## config.mk

```make
export PLATFORM = sky130hd
export DESIGN_NAME = ocin_ctrl
export DESIGN_NICKNAME = d
export VERILOG_FILES = /design/src/design/assert_macros.svh /design/src/design/ocin_pkg.sv /design/src/design/ocin_ctrl.sv
export SDC_FILE = /design/constraint.sdc
export NUM_CORES = 1
export LEC_CHECK = 0
export ABC_AREA = 1
export BUFFER_PORTS_ARGS = -buffer_cell sky130_fd_sc_hd__buf_4
export CORE_AREA = 4 4 41 43
export DETAILED_ROUTE_END_ITERATION = 12
export DIE_AREA = 0 0 45 47
export PLACE_DENSITY = 0.45
export SLEW_MARGIN = 15
export SYNTH_ARGS = -nofsm -noshare
export SYNTH_HDL_FRONTEND = slang
export SYNTH_SLANG_ARGS = --single-unit
```

## constraint.sdc

```tcl
create_clock -name clk -period 1.3 [get_ports clk]
set_input_delay 0.13 -clock clk [delete_from_list [all_inputs] [get_ports clk]]
set_output_delay 0.13 -clock clk [all_outputs]
set_load 0.01 [all_outputs]
```

## src/design/assert_macros.svh

```systemverilog
// Assertion macros shared by the octree insertion RTL.
// Needs a clk and an active-low rst_n in the scope where a macro is used.
`ifndef ASSERT_MACROS_SVH
`define ASSERT_MACROS_SVH

// Property holds at every clock edge out of reset
`define ASSERT_ALWAYS(lbl, prop, msg) \
    lbl: assert property (@(posedge clk) disable iff (!rst_n) (prop)) else $error(msg);

// Consequent holds in the cycle after the antecedent
`define ASSERT_NEXT(lbl, ante, cons, msg) \
    lbl: assert property (@(posedge clk) disable iff (!rst_n) (ante) |=> (cons)) else $error(msg);

`endif

```

## src/design/ocin_pkg.sv

```systemverilog
// Package for the octree insertion block: sizes, codes and the
// controller/datapath command and status structs. No dependencies.
`timescale 1ns / 1ps
`default_nettype none

package ocin_pkg;

    localparam int NODE_POOL_SIZE = 4096;
    localparam int NODE_W         = $clog2(NODE_POOL_SIZE);
    localparam int CHILD_W        = 3;
    localparam int SLOT_W         = NODE_W + CHILD_W;
    localparam int TABLE_DEPTH    = NODE_POOL_SIZE * 8;
    localparam int NIU_W          = NODE_W + 1;
    localparam int LINK_W         = NODE_W + 1;
    localparam int COORD_W        = 32;
    localparam int HALF_W         = 31;
    localparam int EXT_W          = 34;
    localparam int DEPTH_W        = 4;
    localparam int STATUS_W       = 2;
    localparam int CFG_IDX_W      = 2;
    localparam int IN_W           = 192;
    localparam int OUT_W          = 24;

    localparam logic [STATUS_W-1:0] ST_PLACED = 2'd0;
    localparam logic [STATUS_W-1:0] ST_ZERO   = 2'd1;
    localparam logic [STATUS_W-1:0] ST_FULL   = 2'd2;

    localparam logic [CFG_IDX_W-1:0] CFG_MAX_DEPTH = 2'd0;
    localparam logic [CFG_IDX_W-1:0] CFG_MIN_HALF  = 2'd1;
    localparam logic [CFG_IDX_W-1:0] CFG_ROOT_HALF = 2'd2;

    typedef struct packed {
        logic clr;       // write one zero entry of the sweep
        logic load;      // take the input beat
        logic advance;   // step down into the chosen child
        logic alloc;     // create the chosen child
        logic set_zero;
        logic set_full;
        logic out_load;
    } ocin_cmd_t;

    typedef struct packed {
        logic clr_last;
        logic zero_ext;
        logic stop;
        logic link_valid;
        logic pool_full;
    } ocin_sts_t;

endpackage

`default_nettype wire

```

## src/design/ocin_ctrl.sv

```systemverilog
// Controller of the octree insertion block: clear sweep, per-level
// test/link sequencing and the result handshake. Uses ocin_pkg.
`timescale 1ns / 1ps
`default_nettype none

module ocin_ctrl (
    input  wire logic                clk,
    input  wire logic                rst_n,
    input  wire logic                in_valid,
    output logic                     in_ready,
    output logic                     out_valid,
    input  wire logic                out_ready,
    input  wire ocin_pkg::ocin_sts_t sts,
    output ocin_pkg::ocin_cmd_t      cmd
);
    import ocin_pkg::*;

    typedef enum logic [2:0] {
        S_CLEAR,
        S_IDLE,
        S_EVAL,
        S_LINK,
        S_DONE
    } state_t;

    state_t state_reg, state_next;
    logic   out_valid_reg, out_valid_next;

    assign in_ready  = (state_reg == S_IDLE);
    assign out_valid = out_valid_reg;

    always_comb
    begin
        state_next     = state_reg;
        out_valid_next = out_valid_reg && !out_ready;
        cmd            = '0;
        unique case (state_reg)
            S_CLEAR:
            begin
                cmd.clr = 1'b1;
                if (sts.clr_last)
                    state_next = S_IDLE;
            end
            S_IDLE:
            begin
                if (in_valid)
                begin
                    cmd.load   = 1'b1;
                    state_next = S_EVAL;
                end
            end
            S_EVAL:
            begin
                if (sts.zero_ext)
                begin
                    cmd.set_zero = 1'b1;
                    state_next   = S_DONE;
                end
                else if (sts.stop)
                    state_next = S_DONE;
                else
                    state_next = S_LINK;
            end
            S_LINK:
            begin
                if (sts.link_valid)
                begin
                    cmd.advance = 1'b1;
                    state_next  = S_EVAL;
                end
                else if (sts.pool_full)
                begin
                    cmd.set_full = 1'b1;
                    state_next   = S_DONE;
                end
                else
                begin
                    cmd.alloc   = 1'b1;
                    cmd.advance = 1'b1;
                    state_next  = S_EVAL;
                end
            end
            S_DONE:
            begin
                // hold until the output register is free
                if (!out_valid_reg || out_ready)
                begin
                    cmd.out_load   = 1'b1;
                    out_valid_next = 1'b1;
                    state_next     = S_IDLE;
                end
            end
            default: state_next = S_IDLE;
        endcase
    end

    always_ff @(posedge clk or negedge rst_n)
    begin
        if (!rst_n)
        begin
            state_reg     <= S_CLEAR;
            out_valid_reg <= 1'b0;
        end
        else
        begin
            state_reg     <= state_next;
            out_valid_reg <= out_valid_next;
        end
    end

endmodule

`default_nettype wire

```

; ---- Yosys cells after proc, flatten, opt, wreduce, memory -nomap -nowiden
; Cells that the tools add are included.
[word_totals]
regBits = 4
out_inout_bits = 9
input_bits = 9
elab_cells = 39
[classes]
n_mux = 24
n_eq_ne = 7
reduce_logical = 6
[ops]
columns = operator, n
row1 = two-way mux 3 bit, 7
row2 = case mux 3 bit (5 select lines), 1
row3 = two-way mux 1 bit, 14
row4 = equality test 3 x 2 -> 1 bit (second input constant), 2
row5 = inequality test 2 bit (second input constant), 3
row6 = two-way mux 2 bit, 2
row7 = equality test 3 x 1 -> 1 bit (second input constant), 1
row8 = equality test 3 bit (second input constant), 1
row9 = zero test 3 bit, 1
row10 = AND reduction 3 bit, 1
row11 = zero test 1 bit, 2
row12 = logical AND 1 bit, 1
row13 = logical OR 1 bit, 1

; ---- Logic depth before layout (Yosys ltp)
[logic_depth]
depth_word = 4
mapped_depth = 7
ltp_nobuf = 7

; ---- Worst setup path before layout
; No wires, ideal clock.
[synth_timing]
kind = flip-flop to output port
from = reg state_reg[2]
to = out cmd[3] (netlist bit)
t_required_ns = 1.170
n_path_buf = 0
stages_incl_launch_ff = 4
slack_ns = 0.242
arrival_ns = 0.928
path_cell_list = dfrtp_1 > nor2_4 > nand2_2 > nor3_1
[synth_rtl]
columns = element, line
row1 = "start, declared", ocin_ctrl.sv:26  ; state_t state_reg, state_next;
row2 = "start signal, assigned", ocin_ctrl.sv:106  ; state_reg <= state_next;
row3 = "end, declared", ocin_ctrl.sv:14  ; output ocin_pkg::ocin_cmd_t cmd

==> results.tsv <==
stage	metric	value	unit
yosys	synth_area	289.0	um2
grt	antenna_found_initial	0	
floorplanning	die_area	0.002115	mm2
worst_setup_path	arrival	1150	ps
min_path	hold_end	out_valid	
floorplanning	core-area	0.001301	mm2
cts	htreeDepth	1	
grt	grt.overflow.total	0	
drt	drt_iter0_markers	5	
outcome	status	finished clean	
floorplanning	die_h	47	um
yosys	synthCells	43	
layout	final_layout_size_suffix_gt1_share	50.75	%
timing	setup_viol	0	
placed_design	dp_hpwl	613	um
worst_setup_path	critPathKind	reg -> out	
drt	ant_nets	0	
timing	relSlewSlack	88.24	%
layout	fillers	155	
timing	setup_slack	16.33	ps
min_path	hp-start	out_ready	
worst_setup_path	required	1170	ps
yosys	synth_top_area_share	34.63	%
cts	cts_buffers	3	
cts	clock-sinks	4	
layout	register_area	101.3	um2
cts	cts_tree	done	
pwr	vdd_drop_max	778.4	uV
grt	grt_max_degree	6	
yosys	ys_ff_latch	4	
placed_design	place_area	435.4	um2
worst_setup_path	critical_path.endpoint_type	output port	
timing	fin_crit	1284	ps
yosys	syn_area_per_cell	6.722	um2
worst_setup_path	worst-path-buf-inv	1	
worst_setup_path	critPathLaunchType	flip-flop	
yosys	yosysMostFrequentCell	inv_1	
timing	drv_slew	0	
yosys	yosys.area.top_type	dfrtp_1	
cts	clk_pin_slew_worst_paths	40	ps
placed_design	portBuffers	17	
timing	clock_skew	1.747	ps
floorplanning	initial_core_util	22.21	%
layout	n_antenna_cell	0	
layout	largest_register_ffs	3	
worst_setup_path	cpMaxStageDelayCell	dfrtp_1	
grt	grtUsageTotal	8.155	%
grt	grt_pass1_vias	320	
layout	multiInputGateArea	166.4	um2
worst_setup_path	max_stage_delay	420	ps
pwr	p_leak	0.2744	nW
yosys	synth_edf_count	0	
drt	wl	758	um
drt	first_pass_iters	4	
timing	worst_pin_slew	176.1	ps
layout	final_area	503.0	um2
drt	viasPerCell	4.183	
grt	use_met3	4.981	%
worst_setup_path	cp_max_fo	4	
yosys	synth_ff_type	dfrtp_1	
cts	root_buffer	clkbuf_4	
yosys	synth_area_leaders	dfrtp_1 35%, inv_1 10%, nand2_1 7.8%	
grt	use_met2	12.15	%
worst_setup_path	r2r_end	state_reg[0]	
layout	fin_nets	78	
min_path	hold_depth	2	
drt	drc_errors	0	
worst_setup_path	worstPathCellList	nor2_2, nand2_1, nor2_1, buf_4	
timing	fmax	779.0	MHz
floorplanning	core.rowCount	13	
drt	wl_per_cell	9.244	um
grt	busiest_layer	met2	
cts	cts_buffer_depth	2	
yosys	synth_cell_types	14	
min_path	hold_path_class	in -> reg	
worst_setup_path	path_delay_family	flip-flops	
timing	setup_tns	0	ps
yosys	ys_warn_count	0	
placed_design	pre_cts_slack	179.9	ps
yosys	seq_area_frac_synth	34.63	%
timing	rsz0062_at_grt	true	
yosys	synthTopCellsByCount	8 x inv_1, 6 x nand2_1, 6 x nor2_1	
drt	vias	343	
floorplanning	die_w	45	um
yosys	async_flop_share	100.0	%
grt	grtUsageMet1	9.382	%
pwr	power_density	1817	mW/mm2
layout	area_delta_synth_final	74.03	%
timing	period_share	98.74	%
yosys	synth_nets	52	
grt	grt_pass1_wl	1.200	mm
placed_design	gp_congestion	0.6762	
timing	hold_violations	0	
worst_setup_path	timing.rr.start	state_reg[1]	
job	drv_cap	0	
worst_setup_path	r2r_slack	270	ps
floorplanning	pin_count	18	
cts	clkLatencyLatePin	230	ps
worst_setup_path	r2r_cells	6	
==> cell usage in the layout (no fill, tap or decap), drive strengths merged <==
cell | synthesis | final
nor3 | 2 | 2
nand3b | 3 | 3
dlygate4sd3 | 0 | 1
nand2 | 7 | 7
inv | 9 | 9
and3 | 1 | 1
o21ai | 2 | 2
clkbuf | 0 | 3
nand3 | 4 | 4
dfrtp | 4 | 4
buf | 0 | 20
a21oi | 2 | 2
nor2 | 9 | 9
==> what timing repair did <==
item / in CTS / in global routing
buffers inserted: 1 / 2
setup endpoints to repair: 6 / 7
endpoints found under the hold margin: 4 / 0
gates resized for setup: 4 / 1
hold buffers: 1 / 0
==> logic make-up (layout without fill, tap and decap cells) <==
logic type	after synthesis	in the layout	share of synthesized area, %
flops	4	4	34.63
simple gates	26	26	46.75
compound gates	4	4	6.927
buf+inv	9	33	11.69
==> power by group <==
part	switching (mW)	leakage (nW)	internal, mW
clock	0.0474	0.0138	0.103
sequential	0.0494	0.0508	0.172
combinational	0.284	0.210	0.258
total	0.381	0.274	0.533
==> layer usage <==
| layer | routed length, um | part of all wire, % |
|---|---|---|
| met1 | 339 | 45 |
| met3 | 69 | 9.1 |
| met2 | 350 | 46 |
| met4 | 0 | 0 |
| met5 | 0 | 0 |
==> worst max path at each step <==
stage	start	endpoint	slack, ps	cells after the start
global route	state_reg[0]	cmd[1]	-70	5
floorplan	state_reg[2]	cmd[3]	240	3
finish	state_reg[1]	cmd[0]	20	4
CTS	state_reg[0]	cmd[1]	-20	5
global placement	state_reg[2]	cmd[3]	160	4
detailed placement	state_reg[2]	cmd[3]	180	4
==> per-stage QoR <==
step	instances	util [%]	hold WS, ps	power [mW]
3_5_place_dp	75	33.46	-72.34	0.7082
4_1_cts	80	37.50	86.38	0.8963
3_3_place_gp	75	33.46	-71.63	0.7083
6_report	82	38.65	93.25	0.9141
5_1_grt	82	38.65	96.18	1.009
2_1_floorplan	43	-	-165.6	0.5095
==> area by class of cell <==
class	count	share of cell area [%]
Multi-Input combinational cell	30	33.08
Timing Repair Buffer	21	31.84
Sequential cell	4	20.15
Inverter	9	6.716
Clock buffer	3	4.478
Tap cell	15	3.731
No activity file was read; power rests on OpenSTA's default activity.
